`src/cor_pkg.sv`:
```
// Shared types and constants for the circle outline rasterizer.
`default_nettype none

package cor_pkg;

    // Seed of the error term: e starts at ERR_BASE - 2r.
    localparam int ERR_BASE = 2;

    // Controller to datapath commands.
    typedef struct packed {
        logic load;   // latch a new request and seed the walk
        logic step;   // register the current points and advance the walk
    } t_cor_cmd;

    // Datapath to controller status.
    typedef struct packed {
        logic done;   // the step taken now is the final one of the circle
    } t_cor_sts;

endpackage

`default_nettype wire

```
`src/cor_datapath.sv`:
```
// Datapath of the circle outline rasterizer: walk registers and point outputs.
`default_nettype none

module cor_datapath
    import cor_pkg::*;
#(
    parameter int MAX_RADIUS = 31,
    parameter int COORD_BITS = 12
) (
    input  wire                           i_clk,
    input  t_cor_cmd                      i_cmd,
    output t_cor_sts                      o_sts,
    input  wire signed [COORD_BITS-1:0]   i_center_x,
    input  wire signed [COORD_BITS-1:0]   i_center_y,
    input  wire        [4:0]              i_radius,
    output logic signed [COORD_BITS:0]    o_p0_x,
    output logic signed [COORD_BITS:0]    o_p0_y,
    output logic signed [COORD_BITS:0]    o_p1_x,
    output logic signed [COORD_BITS:0]    o_p1_y,
    output logic signed [COORD_BITS:0]    o_p2_x,
    output logic signed [COORD_BITS:0]    o_p2_y,
    output logic signed [COORD_BITS:0]    o_p3_x,
    output logic signed [COORD_BITS:0]    o_p3_y,
    output logic                          o_last
);

    localparam int RW = $clog2(MAX_RADIUS + 2) + 1;          // walk x / y width
    localparam int EW = RW + 3;                                // error term width
    localparam int OB = COORD_BITS + 1;                        // point width
    localparam int SW = ((COORD_BITS > RW) ? COORD_BITS : RW) + 1;

    logic signed [COORD_BITS-1:0] r_xc, r_yc;
    logic signed [RW-1:0]         r_x, r_y;
    logic signed [EW-1:0]         r_e;

    logic signed [RW-1:0]         sat_r;
    logic signed [RW-1:0]         y1, x1;
    logic signed [EW-1:0]         e1, e2;
    logic                         inc_y, inc_x;
    logic signed [SW-1:0]         xc_w, yc_w, x_w, y_w;

    // Clamp the radius to the supported maximum.
    always_comb begin
        if (int'(i_radius) > MAX_RADIUS) begin
            sat_r = RW'(MAX_RADIUS);
        end else begin
            sat_r = RW'(i_radius);
        end
    end

    // One iteration of the error-term walk.
    always_comb begin
        inc_y = (r_e <= EW'(r_y));
        y1    = inc_y ? (r_y + RW'(1)) : r_y;
        e1    = inc_y ? (r_e + (EW'(y1) <<< 1) + EW'(1)) : r_e;
        inc_x = (r_e > EW'(r_x)) || (e1 > EW'(y1));
        x1    = inc_x ? (r_x + RW'(1)) : r_x;
        e2    = inc_x ? (e1 + (EW'(x1) <<< 1) + EW'(1)) : e1;
    end

    assign o_sts.done = ~x1[RW-1];

    assign xc_w = SW'(r_xc);
    assign yc_w = SW'(r_yc);
    assign x_w  = SW'(r_x);
    assign y_w  = SW'(r_y);

    always_ff @(posedge i_clk) begin
        if (i_cmd.load) begin
            r_xc <= i_center_x;
            r_yc <= i_center_y;
            r_x  <= -sat_r;
            r_y  <= '0;
            r_e  <= EW'(ERR_BASE) - (EW'(sat_r) <<< 1);
        end else if (i_cmd.step) begin
            r_x <= x1;
            r_y <= y1;
            r_e <= e2;
        end
        if (i_cmd.step) begin
            o_p0_x <= OB'(xc_w + x_w);
            o_p0_y <= OB'(yc_w - y_w);
            o_p1_x <= OB'(xc_w - x_w);
            o_p1_y <= OB'(yc_w + y_w);
            o_p2_x <= OB'(xc_w + y_w);
            o_p2_y <= OB'(yc_w + x_w);
            o_p3_x <= OB'(xc_w - y_w);
            o_p3_y <= OB'(yc_w - x_w);
            o_last <= ~x1[RW-1];
        end
    end

endmodule

`default_nettype wire

```
`src/cor_ctrl.sv`:
```
// Controller of the circle outline rasterizer: request handshake and walk sequencing.
`default_nettype none

module cor_ctrl
    import cor_pkg::*;
(
    input  wire       i_clk,
    input  wire       i_rst_n,
    input  wire       i_in_valid,
    output logic      o_in_ready,
    output logic      o_out_valid,
    input  wire       i_out_ready,
    output t_cor_cmd  o_cmd,
    input  t_cor_sts  i_sts
);

    typedef enum logic {
        ST_IDLE,
        ST_WALK
    } t_state;

    t_state r_state, n_state;
    logic   r_out_valid, n_out_valid;

    assign o_in_ready  = (r_state == ST_IDLE);
    assign o_out_valid = r_out_valid;

    // Load in idle; in the walk, step when the output register is free or draining.
    assign o_cmd.load = i_in_valid && (r_state == ST_IDLE);
    assign o_cmd.step = (r_state == ST_WALK) && (!r_out_valid || i_out_ready);

    always_comb begin
        n_state = r_state;
        unique case (r_state)
            ST_IDLE: begin
                if (i_in_valid) begin
                    n_state = ST_WALK;
                end
            end
            ST_WALK: begin
                if (o_cmd.step && i_sts.done) begin
                    n_state = ST_IDLE;
                end
            end
            default: n_state = ST_IDLE;
        endcase
        if (o_cmd.step) begin
            n_out_valid = 1'b1;
        end else if (i_out_ready) begin
            n_out_valid = 1'b0;
        end else begin
            n_out_valid = r_out_valid;
        end
    end

    always_ff @(posedge i_clk) begin
        if (!i_rst_n) begin
            r_state     <= ST_IDLE;
            r_out_valid <= 1'b0;
        end else begin
            r_state     <= n_state;
            r_out_valid <= n_out_valid;
        end
    end

endmodule

`default_nettype wire

```
`src/circle_outline_rasterizer.sv`:
```
// Top level of the circle outline rasterizer.
//
// Input channel (i_in_valid / o_in_ready): one request is a circle command,
// a signed centre (i_center_x, i_center_y) and a radius (i_radius). Radii
// above MAX_RADIUS are clamped to MAX_RADIUS.
// Output channel (o_out_valid / i_out_ready): one result per iteration of the
// error-term walk, carrying the four symmetric points p0..p3 as signed,
// unclipped coordinates one bit wider than the centre; o_last marks the final
// result of a circle. A circle of radius r gives at most 2r results, or one
// result when r is zero.
// First result: taking the request loads the walk registers; the next step
// then registers the first result into the output register.
// Throughput: one result per cycle while the receiver keeps up. The single
// walk register set in the datapath sets this rate: the next request is taken
// once the final result is in the output register, even while it still waits.
// Stall: while a result waits and i_out_ready is low, the output register
// holds it and the walk does not advance.
// Reset: synchronous, active low; returns to idle with no result pending.
`default_nettype none

module circle_outline_rasterizer
    import cor_pkg::*;
#(
    parameter int MAX_RADIUS = 31,
    parameter int COORD_BITS = 12
) (
    input  wire                         i_clk,
    input  wire                         i_rst_n,
    input  wire                         i_in_valid,
    output logic                        o_in_ready,
    input  wire signed [COORD_BITS-1:0] i_center_x,
    input  wire signed [COORD_BITS-1:0] i_center_y,
    input  wire        [4:0]            i_radius,
    output logic                        o_out_valid,
    input  wire                         i_out_ready,
    output logic signed [COORD_BITS:0]  o_p0_x,
    output logic signed [COORD_BITS:0]  o_p0_y,
    output logic signed [COORD_BITS:0]  o_p1_x,
    output logic signed [COORD_BITS:0]  o_p1_y,
    output logic signed [COORD_BITS:0]  o_p2_x,
    output logic signed [COORD_BITS:0]  o_p2_y,
    output logic signed [COORD_BITS:0]  o_p3_x,
    output logic signed [COORD_BITS:0]  o_p3_y,
    output logic                        o_last
);

    t_cor_cmd cmd;
    t_cor_sts sts;

    // Handshakes and sequencing.
    cor_ctrl u_ctrl (
        .i_clk       (i_clk),
        .i_rst_n     (i_rst_n),
        .i_in_valid  (i_in_valid),
        .o_in_ready  (o_in_ready),
        .o_out_valid (o_out_valid),
        .i_out_ready (i_out_ready),
        .o_cmd       (cmd),
        .i_sts       (sts)
    );

    // Walk registers, point arithmetic and output register.
    cor_datapath #(
        .MAX_RADIUS (MAX_RADIUS),
        .COORD_BITS (COORD_BITS)
    ) u_datapath (
        .i_clk      (i_clk),
        .i_cmd      (cmd),
        .o_sts      (sts),
        .i_center_x (i_center_x),
        .i_center_y (i_center_y),
        .i_radius   (i_radius),
        .o_p0_x     (o_p0_x),
        .o_p0_y     (o_p0_y),
        .o_p1_x     (o_p1_x),
        .o_p1_y     (o_p1_y),
        .o_p2_x     (o_p2_x),
        .o_p2_y     (o_p2_y),
        .o_p3_x     (o_p3_x),
        .o_p3_y     (o_p3_y),
        .o_last     (o_last)
    );

endmodule

`default_nettype wire
```
`config.mk`:
```
export PLATFORM = sky130hd
export DESIGN_NAME = circle_outline_rasterizer
export DESIGN_NICKNAME = d
export VERILOG_FILES = /design/src/cor_pkg.sv /design/src/cor_datapath.sv /design/src/cor_ctrl.sv /design/src/circle_outline_rasterizer.sv
export SDC_FILE = /design/constraint.sdc
export NUM_CORES = 1
export LEC_CHECK = 0
export ABC_CLOCK_PERIOD_IN_PS = 7510
export BUFFER_PORTS_ARGS = -buffer_cell sky130_fd_sc_hd__buf_4
export CORE_ASPECT_RATIO = 1.25
export CORE_UTILIZATION = 54
export DETAILED_ROUTE_END_ITERATION = 8
export MAX_ROUTING_LAYER = met4
export PLACE_DENSITY = 0.85
export SYNTH_ARGS = -nofsm -noshare
export SYNTH_HDL_FRONTEND = slang
export SYNTH_SLANG_ARGS = --single-unit
```
`constraint.sdc`:
```
create_clock -name i_clk -period 7.51 [get_ports i_clk]
set_input_delay 0.3755 -clock i_clk [delete_from_list [all_inputs] [get_ports i_clk]]
set_output_delay 0.3755 -clock i_clk [all_outputs]
set_load 0.05 [all_outputs]
```
## After elaboration in Yosys (flattened, before gate mapping)

Index checks and enable logic that the tools add are counted.

| word-level totals | value |
|---|---|
| output and inout bits | 107 |
| input bits | 33 |
| bits in latches | 0 |
| memory bits (writable) | 0 |
| bits in read-only memories | 0 |
| bits in registers | 155 |
| memories | 0 |
| logic and storage cells | 58 |

| cells by class | value |
|---|---|
| $lt $le $gt $ge | 3 |
| equality and inequality tests | 0 |
| div/mod/pow operators | 0 |
| muxes and demuxes | 13 |
| $mul | 0 |
| $add $sub $neg | 16 |
| shift operators | 0 |
| reductions and logical operators | 8 |
| bitwise operators | 2 |

Operator list:

| kind | count |
|---|---|
| $add 12x7->13 | 4 |
| $sub 12x7->13 | 4 |
| $mux 10 | 4 |
| $mux 7 | 4 |
| $add 10x2->10 const B | 2 |
| $add 10x8->10 | 2 |
| $gt 10x7->1 | 2 |
| $add 7x2->7 const B | 2 |
| $le 10x7->1 | 1 |
| $neg 5->7 | 1 |
| $sub 2x6->7 const A | 1 |
| $mux 1 | 4 |
| $reduce_bool 2->1 | 2 |
| $logic_and 1x1->1 | 3 |
| $logic_or 1x1->1 | 2 |
| $not 1->1 | 2 |
| $pmux 1 s2 | 1 |
| $logic_not 1->1 | 1 |

## Depth between registers and ports, before layout

| logic depth | value |
|---|---|
| depth after elaboration | 13 |
| depth in mapped cells | 37 |
| depth with buffers taken out | 36 |

## Cells and area by module

A second synthesis with hierarchy kept.

| second synthesis, totals | value |
|---|---|
| cell total of the unflattened synthesis | 993 |
| area, all modules | 10610.2 µm² |

By module, submodules not included:

| module | times used | cells each | seq. area each (µm²) | area each (µm²) |
|---|---|---|---|---|
| cor_datapath | 1 | 983 | 4404.2 | 10510.1 |
| cor_ctrl | 1 | 10 | 40.0 | 100.1 |

## Worst setup path after synthesis

OpenSTA, ideal clock, no wires.

| path | value |
|---|---|
| path kind | register to register |
| start point | register u_datapath.r_y[6] |
| end point | register u_datapath.r_e[9], data pin |
| stages on the path, launching flop included | 36 |
| arrival | 7755 ps |
| clock period less this slack | 8040 ps |
| required time | 7226 ps |
| buffers on the path | 1 |
| path slack | -530 ps |
| library setup time | 284 ps |
| cell sequence | dfxtp_1 -> inv_1 -> ha_1 -> nor3b_2 -> o21ai_1 -> or4_4 -> nand2_1 -> buf_1 -> xnor2_1 -> inv_1 -> ha_1 -> a21o_1 -> a21oi_1 -> o211ai_1 -> a41oi_1 -> and2_1 -> a21oi_1 -> xnor2_1 -> ha_1 -> inv_1 -> or3_1 -> a221oi_1 -> o21ai_0 -> a211oi_2 -> nand2_2 -> xnor2_1 -> inv_1 -> ha_1 -> or3_1 -> a31oi_1 -> a31oi_1 -> a31oi_2 -> a211oi_2 -> mux2_4 -> nor4_1 -> nor3b_1 |

| on the way | value |
|---|---|
| cells in the longest elaborated chain, start to end | 13 |
| elaborated cells between the ends (all ways) | 14 |
| classes of those cells | 5 x add/sub; 2 x order compare; 6 x mux; 1 x reduce/logical |

RTL lines:

| element | line | RTL |
|---|---|---|
| from (decl) | cor_datapath.sv:33 | `logic signed [RW-1:0] r_x, r_y;` |
| from (signal assigned) | cor_datapath.sv:77 | `r_y <= y1;` |
| $le 10x7->1 (*) | cor_datapath.sv:53 | `inc_y = (r_e <= EW'(r_y));` |
| $mux 7 (*) | cor_datapath.sv:54 | `y1 = inc_y ? (r_y + RW'(1)) : r_y;` |
| named net u_datapath.y1[0] | cor_datapath.sv:37 | `logic signed [RW-1:0] y1, x1;` |
| $add 10x8->10 | cor_datapath.sv:55 | `e1 = inc_y ? (r_e + (EW'(y1) <<< 1) + EW'(1)) : r_e;` |
| $add 10x2->10 | cor_datapath.sv:55 |  |
| $mux 10 | cor_datapath.sv:55 |  |
| $gt 10x7->1 | cor_datapath.sv:56 | `inc_x = (r_e > EW'(r_x)) \|\| (e1 > EW'(y1));` |
| $logic_or 1x1->1 | cor_datapath.sv:56 |  |
| $mux 7 | cor_datapath.sv:57 | `x1 = inc_x ? (r_x + RW'(1)) : r_x;` |
| $add 10x8->10 | cor_datapath.sv:58 | `e2 = inc_x ? (e1 + (EW'(x1) <<< 1) + EW'(1)) : e1;` |
| $add 10x2->10 | cor_datapath.sv:58 |  |
| $mux 10 (*) | cor_datapath.sv:58 |  |
| $mux 10 (*) | cor_datapath.sv:75 | `end else if (i_cmd.step) begin` |
| $mux 10 (*) | cor_datapath.sv:69 | `if (i_cmd.load) begin` |
| to (signal assigned) | cor_datapath.sv:74 | `r_e <= EW'(ERR_BASE) - (EW'(sat_r) <<< 1);` |
| to (decl) | cor_datapath.sv:34 | `logic signed [EW-1:0] r_e;` |

Mark *: on every way through the listed nets, which the timed path passes. The rest lies on a longest branch. The select of a mux whose other input is x is not followed.
A chain may end at the register's enable or synchronous reset.

## Worst setup path in the final report

Ends and elaborated chain as after synthesis.

==> metrics <==
Worst EP required=7650 ps; P_sw=2.46 mW; Slew HR=22.7%; DR iter-0 viols=647; setup violation total in the final timing report=0; RSZ-0062 raised after global routing=yes; TritonCTS clock tree=built; # H-tree levels=4; worst min path class=input port to register; Syn Area/Cell=10.2 um2; first-pass GRT wire length=44000 um; Final Hold Vio Count=0; CTS clk-pin slew, worst paths=70 ps; worst r2r src=u_datapath.r_y[6]; # fillers=1463; Crit-path slowest cell=or4_4; Fin Hold WS=108 ps; R2R setup slack=20 ps; GRT overflow=0; DRC viols=0; GR met2 Demand/Resource=51.1%; via/cell ratio=5.74; Horiz. Die Dim=128 um; crit path capture type=register; Crit path depth=34; Clock power frac=16.0%; Area Growth Syn to Fin=25.2%; max cap viols=0; initial antenna violation count=0; Port-buffer cells=139; IO Count=140; Pre-antenna DRT Iters=6; post-synthesis sequential area ratio=41.5%; # nets final=1442; worst reg2reg path depth=34; Comb power frac=60.7%; Sw Ratio=43.9%; warnings from Yosys=0; Slowest Stage Delay on Critical Path=610 ps; Synth Register Bits=151; layout cells sized above 1=24.1%; Synth Net Count=1243; CP arrival=7630 ps; Async SR Flop Fraction=0%; largest net degree at the start of global routing=67; crit start category=register; Initial Utilization=55.2%; static leakage=5.64 nW; CTS Buf Count=17; WP buf/inv=4; Die ar.=0.0204 mm2; number of flops mapped to enable cells by yosys=142; Top FF cell, synth=edfxtp_1; max-slew violation count=0; Core Footprint=0.0194 mm2; Syn Inst Count=1054; post-synth cell types=61; worst slew pin tran=1140 ps; Setup crit end=u_datapath.r_e[9]; post-placement cell area=0.0124 mm2; Worst path top cell family by delay=simple AND/OR/NAND/NOR gates; status=finished clean; Crit. Startpoint=u_datapath.r_y[6]; power per cell area=419 mW/mm2; Reg power frac=23.3%; Post-Syn Area=0.0107 mm2; Reg2Reg Capture Point=u_datapath.r_e[9]; Tmin final=7490 ps; Placer Congestion=0.974; Max Root-Sink Buffers=2; drt wl/cell=18.5 um; Rows=57; worst IR drop on VDD=0.544 mV; CTS Root Cell=clkbuf_16; clock latency on the worst-skew pair=440 ps; Final Skew=9.44 ps; Routed Antenna Nets=0; Final HPWL DP=21400 um; hold_sp=i_center_x[4]; Crit Path Class=register to register; Tot GR Track Use=29.0%; Max FO, Critical Path=8; part of the cycle the worst path needs=99.7%; # diodes=0; Post-Route WL=28400 um; chip height=159 um; GRT met3 Usage=4.74%; fmax=0.134 GHz; CTS sink count=151; vias in the first global route=8850; Post-Layout Inst Area=0.0134 mm2; GR Layer Usage met1=32.0%; internal power=3.15 mW; grt peak-use layer=met2; Vias=8792
placed cells by master (no fill, tap or decap), types with 5 or more instances in the layout:
cell,count
o22ai_1,5
edfxtp_1,142
nand2b_1,17
buf_4,199
nand2_1,44
xor2_1,19
nor3_1,17
nor2_1,86
ha_1,139
dfxtp_1,8
nand3_1,13
and3_1,12
clkbuf_16,17
nor2b_1,18
o21a_1,7
a21oi_1,85
nor4_1,6
fa_1,9
ha_4,6
xnor2_2,5
xnor2_1,65
o311ai_0,5
o21bai_1,15
inv_1,111
a21boi_0,10
a31oi_1,7
o21ai_0,65
flip-flops by register name (all words and copies together), names as in the netlist:
signal and count:
u_datapath.r_xc 12, u_datapath.o_p3_x 13, u_datapath.r_e 10, u_ctrl.o_out_valid 1, u_datapath.r_y 7, u_datapath.r_x 7
u_datapath.o_p0_x 12, u_datapath.o_p2_y 12, u_datapath.o_p2_x 12, u_datapath.o_p1_y 13, u_datapath.r_yc 12, u_ctrl.r_state 1
u_datapath.o_p3_y 13, u_datapath.o_p0_y 12, u_datapath.o_p1_x 13, u_datapath.o_last 1
Yosys cell counts, types with 5 or more instances:
library cell / number / area (um2)
xnor2_1: 71 / 622
a31oi_1: 7 / 43.8
xor2_1: 19 / 166
and3_1: 13 / 81.3
o311ai_0: 5 / 43.8
o21a_1: 7 / 52.6
buf_1: 6 / 22.5
nand2_1: 48 / 180
nor2b_1: 19 / 119
nor2_1: 90 / 338
a21oi_1: 90 / 450
fa_1: 10 / 200
o22ai_1: 5 / 31.3
nor3_1: 20 / 100
nand2b_1: 17 / 106
nor4_1: 10 / 62.6
o21ai_0: 71 / 355
edfxtp_1: 142 / 4260
nand3_1: 14 / 70.1
dfxtp_1: 9 / 180
inv_1: 115 / 432
clkbuf_1: 8 / 30.0
o21bai_1: 15 / 113
a211oi_1: 5 / 37.5
a21boi_0: 10 / 75.1
ha_1: 146 / 1830
how the worst min path moves through the flow:
stage / endpoint / depth (start not counted)
floorplan: u_datapath.r_xc[0] / 0
global placement: u_ctrl.o_out_valid / 2
detailed placement: u_ctrl.o_out_valid / 2
CTS: u_datapath.r_xc[4] / 1
global route: u_datapath.r_yc[8] / 1
finish: u_datapath.r_xc[4] / 1
logic make-up (layout without fill, tap and decap cells):
group | after synthesis | in the layout | synth area share, %
AO/OA/AOI/OAI | 259 | 259 | 15.0
AND/OR/NAND/NOR | 256 | 256 | 11.6
adder cells (fa/ha/maj) | 156 | 156 | 18.9
flip-flops | 151 | 151 | 41.5
buffers and inverters | 134 | 346 | 4.85
XOR/XNOR | 90 | 90 | 7.36
multiplexers | 8 | 8 | 0.829
power by group through the flow:
stage	clock network (mW)	registers (mW)	logic (mW)
floorplan	0	1.61	1.81
global placement	0	1.31	2.95
detailed placement	0	1.32	3.03
CTS	0.903	1.30	3.06
global route	0.935	1.32	3.67
finish	0.898	1.31	3.40
layer usage:
metal,vias up,routed length [um]
met5,-,0
met4,0,1150
met3,99,1240
met2,316,14800
met1,4226,11200
li1,4151,-
stage by stage:
stage	util, %	power, mW	std cells	TNS [ps]	setup slack, ps
2_1_floorplan	-	3.42	1054	0	78.0
3_3_place_gp	63.9	4.27	1485	0	258
3_5_place_dp	63.9	4.35	1485	-62.1	-62.1
4_1_cts	67.1	5.27	1517	0	38.2
5_1_grt	69.1	5.93	1531	-577	-251
6_report	69.1	5.61	1531	0	20.0
repair_timing:
| item | 4_1_cts | 5_1_grt |
|---|---|---|
| hold buffers | 0 | 0 |
| buffers inserted | 0 | 14 |
| pin swaps | 0 | 23 |
| setup endpoints to repair | 1 | 6 |
| gates resized for setup | 3 | 56 |
cell type report:
type	instances	area [um2]	area share [%]
Timing Repair Buffer	199	1490	11.1
Clock inverter	13	173	1.29
Inverter	115	438	3.27
Clock buffer	19	433	3.23
Multi-Input combinational cell	769	6090	45.4
Tap cell	265	332	2.47
Sequential cell	151	4450	33.2
(Power assumes the default switching activity.)
